`config.mk`:
```
export PLATFORM = sky130hd
export DESIGN_NAME = mwuf_ctrl
export DESIGN_NICKNAME = d
export VERILOG_FILES = /design/src/sv/mwuf_pkg.sv /design/src/sv/mwuf_ctrl.sv
export SDC_FILE = /design/constraint.sdc
export NUM_CORES = 1
export LEC_CHECK = 0
export CORE_MARGIN = 4
export CORE_UTILIZATION = 45
export CTS_BUF_LIST = sky130_fd_sc_hd__clkbuf_8 sky130_fd_sc_hd__clkbuf_16
export DETAILED_ROUTE_END_ITERATION = 16
export DONT_BUFFER_PORTS = 1
export SETUP_SLACK_MARGIN = 0.2
export SYNTH_ARGS = -nofsm -noshare
export SYNTH_HDL_FRONTEND = slang
export SYNTH_SLANG_ARGS = --single-unit
```
`constraint.sdc`:
```
create_clock -name clk_i -period 8.2 [get_ports clk_i]
set_clock_uncertainty 0.1 [all_clocks]
set_input_delay 0.41 -clock clk_i [delete_from_list [all_inputs] [get_ports clk_i]]
set_output_delay 0.41 -clock clk_i [all_outputs]
set_load 0.03 [all_outputs]
```
`src/sv/mwuf_pkg.sv`:
```
`timescale 1ns / 1ps
// ----------------------------------------------------------------------------
// mwuf_pkg: shared types and constants of the maze wall union-find block
// Grid limits, word layouts, status codes and the cell store entry format.
// ----------------------------------------------------------------------------
package mwuf_pkg;

  localparam int MAX_ROWS = 32;
  localparam int MAX_COLS = 32;
  localparam int NCELLS   = MAX_ROWS * MAX_COLS;
  localparam int CELL_W   = $clog2(NCELLS);

  localparam int ROW_W    = 5;
  localparam int COL_W    = 5;
  localparam int DIM_W    = 6;
  localparam int RANK_W   = 4;
  localparam int LEFT_W   = 10;
  localparam int CFG_IDX_W = 1;
  localparam int EROW_W   = $clog2(MAX_ROWS + 1);
  localparam int ECOL_W   = $clog2(MAX_COLS + 1);
  localparam int PROD_W   = EROW_W + ECOL_W;

  localparam logic [DIM_W-1:0]  DIM_RESET = DIM_W'(10);
  localparam logic [RANK_W-1:0] RANK_MAX  = '1;

  // register indexes
  localparam logic [CFG_IDX_W-1:0] CFG_ROWS = CFG_IDX_W'(0);
  localparam logic [CFG_IDX_W-1:0] CFG_COLS = CFG_IDX_W'(1);

  // operations and wall orientation
  localparam logic OP_BREAK  = 1'b0;
  localparam logic OP_READ   = 1'b1;
  localparam logic OR_RIGHT  = 1'b0;
  localparam logic OR_BELOW  = 1'b1;

  // result status
  localparam logic [1:0] ST_DONE   = 2'd0;
  localparam logic [1:0] ST_OPEN   = 2'd1;
  localparam logic [1:0] ST_JOINED = 2'd2;
  localparam logic [1:0] ST_RANGE  = 2'd3;

  typedef logic [CELL_W-1:0] cell_t;

  typedef struct packed {
    logic             operation;
    logic             orientation;
    logic [ROW_W-1:0] row;
    logic [COL_W-1:0] col;
  } in_word_t;

  typedef struct packed {
    logic [1:0]        status;
    logic              below_wall;
    logic              right_wall;
    logic [LEFT_W-1:0] walls_left;
    logic              complete;
  } out_word_t;

  typedef struct packed {
    cell_t             parent;
    logic [RANK_W-1:0] rank;
    logic              below_wall;
    logic              right_wall;
  } cell_entry_t;

  typedef struct packed {
    logic        re;
    logic        we;
    cell_t       addr;
    cell_entry_t wdata;
  } mem_req_t;

  function automatic cell_t cell_addr(logic [ROW_W-1:0] row, logic [COL_W-1:0] col);
    cell_addr = CELL_W'(32'(row) * MAX_COLS + 32'(col));
  endfunction

endpackage

```
`src/sv/mwuf_ctrl.sv`:
```
`timescale 1ns / 1ps
// ----------------------------------------------------------------------------
// mwuf_ctrl: union-find sequencer
// Clears the store after reset, then runs reads, root finds with path
// compression, rank union and the wall update against the cell store.
// ----------------------------------------------------------------------------
module mwuf_ctrl (
  input  logic                           clk_i,
  input  logic                           rst_ni,
  input  logic [mwuf_pkg::EROW_W-1:0]    rows_i,
  input  logic [mwuf_pkg::ECOL_W-1:0]    cols_i,
  input  logic                           in_valid_i,
  output logic                           in_ready_o,
  input  mwuf_pkg::in_word_t             in_data_i,
  output logic                           res_valid_o,
  input  logic                           res_ready_i,
  output mwuf_pkg::out_word_t            res_data_o,
  output mwuf_pkg::mem_req_t             req_o,
  input  mwuf_pkg::cell_entry_t          rdata_i
);

  localparam logic [3:0] S_CLR   = 4'd0;
  localparam logic [3:0] S_IDLE  = 4'd1;
  localparam logic [3:0] S_R_CHK = 4'd2;
  localparam logic [3:0] S_W_CHK = 4'd3;
  localparam logic [3:0] S_F_CHK = 4'd4;
  localparam logic [3:0] S_C_RD  = 4'd5;
  localparam logic [3:0] S_C_CHK = 4'd6;
  localparam logic [3:0] S_P_END = 4'd7;
  localparam logic [3:0] S_U_INC = 4'd8;
  localparam logic [3:0] S_WL_RD = 4'd9;
  localparam logic [3:0] S_WL_WR = 4'd10;
  localparam logic [3:0] S_DONE  = 4'd11;

  logic [3:0] state_q, state_d;
  mwuf_pkg::cell_t clr_q, clr_d;
  mwuf_pkg::cell_t broken_q, broken_d;

  logic orient_q, orient_d;
  mwuf_pkg::cell_t a_q, a_d, b_q, b_d;
  mwuf_pkg::cell_t r_q, r_d, x_q, x_d, ra_q, ra_d;
  logic phase_q, phase_d;
  mwuf_pkg::cell_entry_t ra_ent_q, ra_ent_d, rb_ent_q, rb_ent_d;
  logic [1:0] status_q, status_d;
  logic bw_q, bw_d, rw_q, rw_d;

  logic find_step;
  logic out_of_range;
  mwuf_pkg::cell_t in_a;
  mwuf_pkg::cell_entry_t ent;

  logic [mwuf_pkg::PROD_W-1:0] total;
  logic [mwuf_pkg::PROD_W-1:0] left;

  // range and border checks on the incoming word
  always_comb begin
    out_of_range = (32'(in_data_i.row) >= 32'(rows_i)) || (32'(in_data_i.col) >= 32'(cols_i));
    if (in_data_i.operation == mwuf_pkg::OP_BREAK) begin
      if (in_data_i.orientation == mwuf_pkg::OR_RIGHT) begin
        out_of_range = out_of_range || (32'(in_data_i.col) + 32'd1 >= 32'(cols_i));
      end else begin
        out_of_range = out_of_range || (32'(in_data_i.row) + 32'd1 >= 32'(rows_i));
      end
    end
    in_a = mwuf_pkg::cell_addr(in_data_i.row, in_data_i.col);
  end

  always_comb begin
    state_d  = state_q;
    clr_d    = clr_q;
    broken_d = broken_q;
    orient_d = orient_q;
    a_d      = a_q;
    b_d      = b_q;
    r_d      = r_q;
    x_d      = x_q;
    ra_d     = ra_q;
    phase_d  = phase_q;
    ra_ent_d = ra_ent_q;
    rb_ent_d = rb_ent_q;
    status_d = status_q;
    bw_d     = bw_q;
    rw_d     = rw_q;
    req_o    = '0;
    find_step = 1'b0;
    ent      = rdata_i;

    case (state_q)
      S_CLR: begin
        req_o.we                = 1'b1;
        req_o.addr              = clr_q;
        req_o.wdata.parent      = clr_q;
        req_o.wdata.rank        = '0;
        req_o.wdata.below_wall  = 1'b1;
        req_o.wdata.right_wall  = 1'b1;
        clr_d = clr_q + mwuf_pkg::CELL_W'(1);
        if (clr_q == mwuf_pkg::CELL_W'(mwuf_pkg::NCELLS - 1)) begin
          state_d = S_IDLE;
        end
      end
      S_IDLE: begin
        if (in_valid_i) begin
          orient_d = in_data_i.orientation;
          a_d      = in_a;
          b_d      = (in_data_i.orientation == mwuf_pkg::OR_BELOW) ?
                     in_a + mwuf_pkg::CELL_W'(mwuf_pkg::MAX_COLS) :
                     in_a + mwuf_pkg::CELL_W'(1);
          r_d      = in_a;
          x_d      = in_a;
          phase_d  = 1'b0;
          bw_d     = 1'b0;
          rw_d     = 1'b0;
          if (out_of_range) begin
            status_d = mwuf_pkg::ST_RANGE;
            state_d  = S_DONE;
          end else begin
            status_d   = mwuf_pkg::ST_DONE;
            req_o.re   = 1'b1;
            req_o.addr = in_a;
            state_d    = (in_data_i.operation == mwuf_pkg::OP_READ) ? S_R_CHK : S_W_CHK;
          end
        end
      end
      S_R_CHK: begin
        bw_d    = rdata_i.below_wall;
        rw_d    = rdata_i.right_wall;
        state_d = S_DONE;
      end
      S_W_CHK: begin
        if (((orient_q == mwuf_pkg::OR_BELOW) ? rdata_i.below_wall : rdata_i.right_wall)
            == 1'b0) begin
          status_d = mwuf_pkg::ST_OPEN;
          state_d  = S_DONE;
        end else begin
          find_step = 1'b1;
        end
      end
      S_F_CHK: begin
        find_step = 1'b1;
      end
      S_C_RD: begin
        req_o.re   = 1'b1;
        req_o.addr = x_q;
        state_d    = S_C_CHK;
      end
      S_C_CHK: begin
        ent.parent  = r_q;
        req_o.we    = 1'b1;
        req_o.addr  = x_q;
        req_o.wdata = ent;
        x_d = rdata_i.parent;
        state_d = (rdata_i.parent == r_q) ? S_P_END : S_C_RD;
      end
      S_P_END: begin
        if (!phase_q) begin
          ra_d       = r_q;
          phase_d    = 1'b1;
          r_d        = b_q;
          x_d        = b_q;
          req_o.re   = 1'b1;
          req_o.addr = b_q;
          state_d    = S_F_CHK;
        end else if (ra_q == r_q) begin
          status_d = mwuf_pkg::ST_JOINED;
          state_d  = S_DONE;
        end else if (ra_ent_q.rank > rb_ent_q.rank) begin
          ent         = rb_ent_q;
          ent.parent  = ra_q;
          req_o.we    = 1'b1;
          req_o.addr  = r_q;
          req_o.wdata = ent;
          state_d     = S_WL_RD;
        end else begin
          ent         = ra_ent_q;
          ent.parent  = r_q;
          req_o.we    = 1'b1;
          req_o.addr  = ra_q;
          req_o.wdata = ent;
          state_d     = (ra_ent_q.rank == rb_ent_q.rank) ? S_U_INC : S_WL_RD;
        end
      end
      S_U_INC: begin
        ent      = rb_ent_q;
        ent.rank = (rb_ent_q.rank == mwuf_pkg::RANK_MAX) ? mwuf_pkg::RANK_MAX :
                   rb_ent_q.rank + mwuf_pkg::RANK_W'(1);
        req_o.we    = 1'b1;
        req_o.addr  = r_q;
        req_o.wdata = ent;
        state_d     = S_WL_RD;
      end
      S_WL_RD: begin
        req_o.re   = 1'b1;
        req_o.addr = a_q;
        state_d    = S_WL_WR;
      end
      S_WL_WR: begin
        if (orient_q == mwuf_pkg::OR_BELOW) begin
          ent.below_wall = 1'b0;
        end else begin
          ent.right_wall = 1'b0;
        end
        req_o.we    = 1'b1;
        req_o.addr  = a_q;
        req_o.wdata = ent;
        broken_d    = broken_q + mwuf_pkg::CELL_W'(1);
        state_d     = S_DONE;
      end
      S_DONE: begin
        if (res_ready_i) begin
          state_d = S_IDLE;
        end
      end
      default: begin
        state_d = S_IDLE;
      end
    endcase

    // one step of the root walk, then the compression walk from the start cell
    if (find_step) begin
      if (rdata_i.parent == r_q) begin
        if (!phase_q) begin
          ra_ent_d = rdata_i;
        end else begin
          rb_ent_d = rdata_i;
        end
        if (x_q != r_q) begin
          req_o.re   = 1'b1;
          req_o.addr = x_q;
          state_d    = S_C_CHK;
        end else begin
          state_d = S_P_END;
        end
      end else begin
        r_d        = rdata_i.parent;
        req_o.re   = 1'b1;
        req_o.addr = rdata_i.parent;
        state_d    = S_F_CHK;
      end
    end
  end

  // walls left after this word
  always_comb begin
    total = mwuf_pkg::PROD_W'(rows_i) * mwuf_pkg::PROD_W'(cols_i) - mwuf_pkg::PROD_W'(1);
    left  = (mwuf_pkg::PROD_W'(broken_q) >= total) ? '0 : total - mwuf_pkg::PROD_W'(broken_q);
  end

  assign in_ready_o  = (state_q == S_IDLE);
  assign res_valid_o = (state_q == S_DONE);

  always_comb begin
    res_data_o.status     = status_q;
    res_data_o.below_wall = bw_q;
    res_data_o.right_wall = rw_q;
    res_data_o.walls_left = mwuf_pkg::LEFT_W'(left);
    res_data_o.complete   = (left == '0);
  end

  always_ff @(posedge clk_i or negedge rst_ni) begin
    if (!rst_ni) begin
      state_q  <= S_CLR;
      clr_q    <= '0;
      broken_q <= '0;
      phase_q  <= 1'b0;
    end else begin
      state_q  <= state_d;
      clr_q    <= clr_d;
      broken_q <= broken_d;
      phase_q  <= phase_d;
    end
  end

  always_ff @(posedge clk_i) begin
    orient_q <= orient_d;
    a_q      <= a_d;
    b_q      <= b_d;
    r_q      <= r_d;
    x_q      <= x_d;
    ra_q     <= ra_d;
    ra_ent_q <= ra_ent_d;
    rb_ent_q <= rb_ent_d;
    status_q <= status_d;
    bw_q     <= bw_d;
    rw_q     <= rw_d;
  end

endmodule

```
# Word-level counts from Yosys, hierarchy flattened
# Index checks and enable logic that the tools add are counted.
totals:
  out_inout_bits: 45
  in_bits: 44
  elab_cells: 151
  ff_bits: 102
classes:
  multipliers: 1
  add_sub_neg: 10
  n_eq_ne: 27
  order_cmp: 6
  n_mux: 63
  n_reduce_logical: 23
  n_bitwise: 1
op_table:
  columns: ["operator", "n"]
  rows:
  - ["10-bit 2-to-1 mux", 13]
  - ["16-bit one-hot mux with 5 select lines", 1]
  - ["10-bit one-hot mux with 6 select lines", 1]
  - ["4-bit one-hot mux with 11 select lines", 1]
  - ["4-bit 2-to-1 mux", 9]
  - ["10-bit by 1-bit adder with 10-bit output (second input constant)", 3]
  - ["10-bit one-hot mux with 3 select lines", 1]
  - ["27-bit 2-to-1 mux", 1]
  - ["26-bit 2-to-1 mux", 1]
  - ["10-bit equality test", 2]
  - ["4-bit equality test (second input constant)", 5]
  - ["10-bit one-hot mux with 2 select lines", 1]
  - ["1-bit 2-to-1 mux", 18]
  - ["4-bit by 3-bit equality test with 1-bit output (second input constant)", 4]
  - ["16-bit 2-to-1 mux", 1]
  - ["2-bit 2-to-1 mux", 7]
  - ["5-bit by 1-bit adder with 6-bit output (second input constant)", 2]
  - ["10-bit by 12-bit greater-or-equal comparator with 1-bit output", 1]
  - ["5-bit by 6-bit greater-or-equal comparator with 1-bit output", 2]
  - ["6-bit greater-or-equal comparator", 2]
  - ["12-bit logical NOT", 1]
  - ["6-bit by 6-bit multiplier with 12-bit output", 1]
  - ["12-bit 2-to-1 mux", 1]
  - ["2-bit != test (second input constant)", 6]
  - ["other kinds (27)", 46]

# Longest topological paths before layout
logic_depth:
  ltp_word: 11
  depth_mapped: 25
  depth_no_buf: 23

# Worst setup path before layout
# OpenSTA, ideal clock, no wires.
synth_path:
  path_kind: "input -> output"
  startpoint: "input cols_i[3] (netlist bit)"
  endpoint: "output res_data_o[9] (netlist bit)"
  cell_stages: 24
  arrival_ns: 5.750
  required_ns: 7.690
  n_path_buf: 2
  slack_ns: 1.940
  path_cell_list: "inv_1 > nor2_1 > fa_1 > inv_1 > fa_1 > inv_1 > fa_1 > inv_1 > fa_1 > inv_1 > ha_1 > nor2b_1 > or3_1 > xor2_1 > ha_1 > clkbuf_1 > nand2_1 > nor2_1 > o21ai_0 > nand2_1 > a221o_1 > a211oi_1 > buf_2 > nor3_1"
synth_lines:
  columns: ["item", "line_no", "source"]
  rows:
  - ["start, declared", "mwuf_ctrl.sv:11", "input logic [mwuf_pkg::ECOL_W-1:0] cols_i,"]
  - ["end, declared", "mwuf_ctrl.sv:17", "output mwuf_pkg::out_word_t res_data_o,"]

==> summary.md <==
| Metric | Value |
|---|---|
| Status | completed |
| Via density per instance | 5.98 |
| Leak pwr | 3.78 nW |
| Part of the Yosys area used for sequential elements | 33.2% |
| Synth Area in XOR/XNOR | 7.99% |
| Yosys reg bits | 102 |
| Nets | 1043 |
| Gpl congestion | 0.908 |
| Dominant cell type by area after synthesis | edfxtp_1 |
| Syn nets | 1073 |
| Worst-margin pin slew | 1.07 ns |
| Post-synthesis async set-or-reset flop share | 24.5% |
| Drt pass-1 iters | 6 |
| Vias in the first global route | 6490 |
| Post-synth top area share | 23.5% |
| Area share of fa/ha/maj cells after synthesis | 14.8% |
| Top cells by area, synth | edfxtp_1 24%, ha_1 10%, dfrtp_1 7.3% |
| Fin Setup TNS | 0 ns |
| Crit. End Element | primary output |
| Layout cell share with drive strength beyond 1 | 4.60% |
| Setup Fix Bufs, Post-CTS | 0 |
| Die area | 21300 um2 |
| Post-route DRC | 0 |
| Critical Path Start | cols_i[3] |
| Clock slew at reported path FFs | 0.08 ns |
| Setup-failing EPs final | 0 |
| # hold bufs at CTS | 2 |
| Max Buffers Root-to-Sink | 2 |
| Slew Limit Headroom | 28.5% |
| Top FF cell, synth | edfxtp_1 |
| Crit path required time | 7.69 ns |
| # rows | 50 |
| Post-DP HPWL | 17500 um |
| CP Capture Point | res_data_o[4] |
| Synthesized cell area | 8550 um2 |
| Cells after Synth | 939 |
| HP Class | in2reg |
| Max H-tree Level | 3 |
| N_diodes | 0 |
| Synth Area in Compound Gates | 17.5% |
| R2r endpoint | r_q[3] |
| Post-layout util | 48.1% |
| Largest net degree at the start of global routing | 33 |
| Initial core utilization | 45.7% |
| Fin. max-slew vios | 0 |
| Core box area | 18700 um2 |
| Fill cell count | 1789 |
| Drt total wl | 23000 um |
| Hold Fails Final Rpt | 0 |
| Post-CTS resize count | 0 |
| PwrDens | 376 nW/um2 |
| DIE WIDTH | 146 um |
| Post-DRT Antenna Nets | 0 |
| Total GRT Usage | 21.1% |
| Layout overhead on the synthesized area | 5.33% |
| Sequential cell area | 2840 um2 |
| I/O Pins | 89 |
| Arr. time, crit path | 6.41 ns |
| Unrepaired setup endpoints after global routing | false |
| EDFF count, synth | 67 |
| Overflow after GRT | 0 |
| Clock Sinks | 102 |
| Largest family of logic cells by synthesized area | simple AND/OR/NAND/NOR gates |
| Reg2reg setup slack | 4.85 ns |
| DIE HEIGHT | 146 um |
| Synth Warn # | 0 |
| R2R Path Start | state_q[3] |
| Skew-Pair Late Insertion Delay | 0.36 ns |
| Most frequent cells in the layout | 109 x nand2_1, 82 x nor2_1, 77 x inv_1 |
| Simple-gate share of the synthesized area | 17.6% |
| Syn Area/Cell | 9.11 um2 |
| Fin crit share | 84.4% |
| Area occupied by multi-input gates | 5190 um2 |
| First-pass GRT wire length | 36200 um |
| Fin crit period | 6.92 ns |
| CP startpoint kind | primary input |
| Library cells used by synthesis | 62 |
| Worst reg2reg path depth | 8 |
| IO buf count | 0 |
| Initial antenna violation count | 0 |
| VDD IR max | 328 uV |
| Vias | 6860 |
| Routed length per instance | 20.0 um |
| Starting DRT DRC Count | 589 |
| F_max | 144 MHz |
| CTS tree | yes |
| Root buffer cell | clkbuf_16 |
| Commonest non-fill, non-tap cell in the layout | nand2_1 |
| WS Path Type | in2out |
| Maxcap violations | 0 |
| Mux cell area share after synthesis | 2.60% |
| CTS buffer count | 9 |
| CP max FO | 11 |
critical path, cell delays in order:
cell,delay (ns)
inv_1,0.16
nor2_1,0.10
fa_1,0.54
inv_1,0.05
fa_1,0.47
inv_1,0.05
fa_1,0.52
inv_1,0.05
fa_1,0.52
inv_1,0.04
ha_1,0.35
nor2b_1,0.16
or3_1,0.35
xor2_1,0.15
ha_1,0.38
nand2_1,0.13
nor2_1,0.04
nor3_1,0.27
nand2_1,0.09
a221o_1,0.32
a211oi_1,0.85
nor2_1,0.39
per-layer routing:
layer,part of all wire [%],vias to the layer above,global-route usage [%]
met5,0,-,0
met4,2.0,0,6.27
met3,5.7,30,3.11
met2,46,246,32.9
met1,47,3280,30.6
li1,-,3304,-
area by class of cell:
class	count	area share [%]
clock inverters	7	0.875
clock buffers	9	2.50
flip-flops and latches	102	31.5
repair buffers	10	1.00
inverters	77	3.21
well taps	234	3.25
multi-input cells	709	57.7
worst min-delay path by stage:
stage | start | to | slack [ns] | depth (start not counted)
after floorplan | rst_ni | broken_q[0] | 0.01 | 0
after global placement | rst_ni | clr_q[9] | 0.02 | 0
final | in_data_i[3] | a_q[3] | 0.04 | 0
after CTS | in_data_i[3] | a_q[3] | 0.03 | 0
after detailed placement | rst_ni | state_q[1] | 0.02 | 0
after global routing | in_data_i[1] | a_q[1] | 0.03 | 0
per-stage QoR:
stage / worst slack [ns] / hold slack [ns] / area (um2) / power, mW / cells
final: 1.28 / 0.0446 / 9010 / 3.39 / 1148
after global routing: 0.842 / 0.0250 / 9010 / 3.63 / 1148
after CTS: 1.25 / 0.0328 / 9010 / 3.40 / 1148
after detailed placement: 1.25 / 0.0174 / 8670 / 2.93 / 1130
after global placement: 1.38 / 0.0162 / 8670 / 2.92 / 1130
after floorplan: 1.94 / 0.0144 / 8550 / 2.58 / 939
sequential cells by signal, indices dropped and copies added, names as in the netlist, 10 cells and up:
register / count
a_q: 10
b_q: 10
broken_q: 10
clr_q: 10
r_q: 10
ra_q: 10
rb_ent_q: 16
x_q: 10
synth_stat cells (20+ instances only):
| master | count |
|---|---|
| a22oi_1 | 21 |
| mux2i_1 | 20 |
| o21ai_0 | 41 |
| clkbuf_1 | 30 |
| a21oi_1 | 25 |
| inv_1 | 77 |
| nor2_1 | 82 |
| edfxtp_1 | 67 |
| dfrtp_1 | 25 |
| xnor2_1 | 41 |
| xor2_1 | 37 |
| nand2_1 | 109 |
| a221o_1 | 28 |
| nand3_1 | 24 |
| ha_1 | 71 |
power by group:
| part | switching [mW] | internal [mW] | leakage, nW |
|---|---|---|---|
| Combinational | 1.37 | 0.708 | 2.61 |
| Clock | 0.207 | 0.241 | 0.146 |
| Sequential | 0.191 | 0.673 | 1.03 |
kinds of logic (layout without fill, tap and decap cells):
| group | count (synthesis) | in the layout |
|---|---|---|
| multiplexers | 22 | 22 |
| AO/OA/AOI/OAI | 204 | 204 |
| adder cells (fa/ha/maj) | 90 | 90 |
| flip-flops | 102 | 102 |
| buffers and inverters | 128 | 103 |
| XOR/XNOR | 78 | 78 |
| AND/OR/NAND/NOR | 315 | 315 |
No activity file was read; power rests on OpenSTA's default activity.
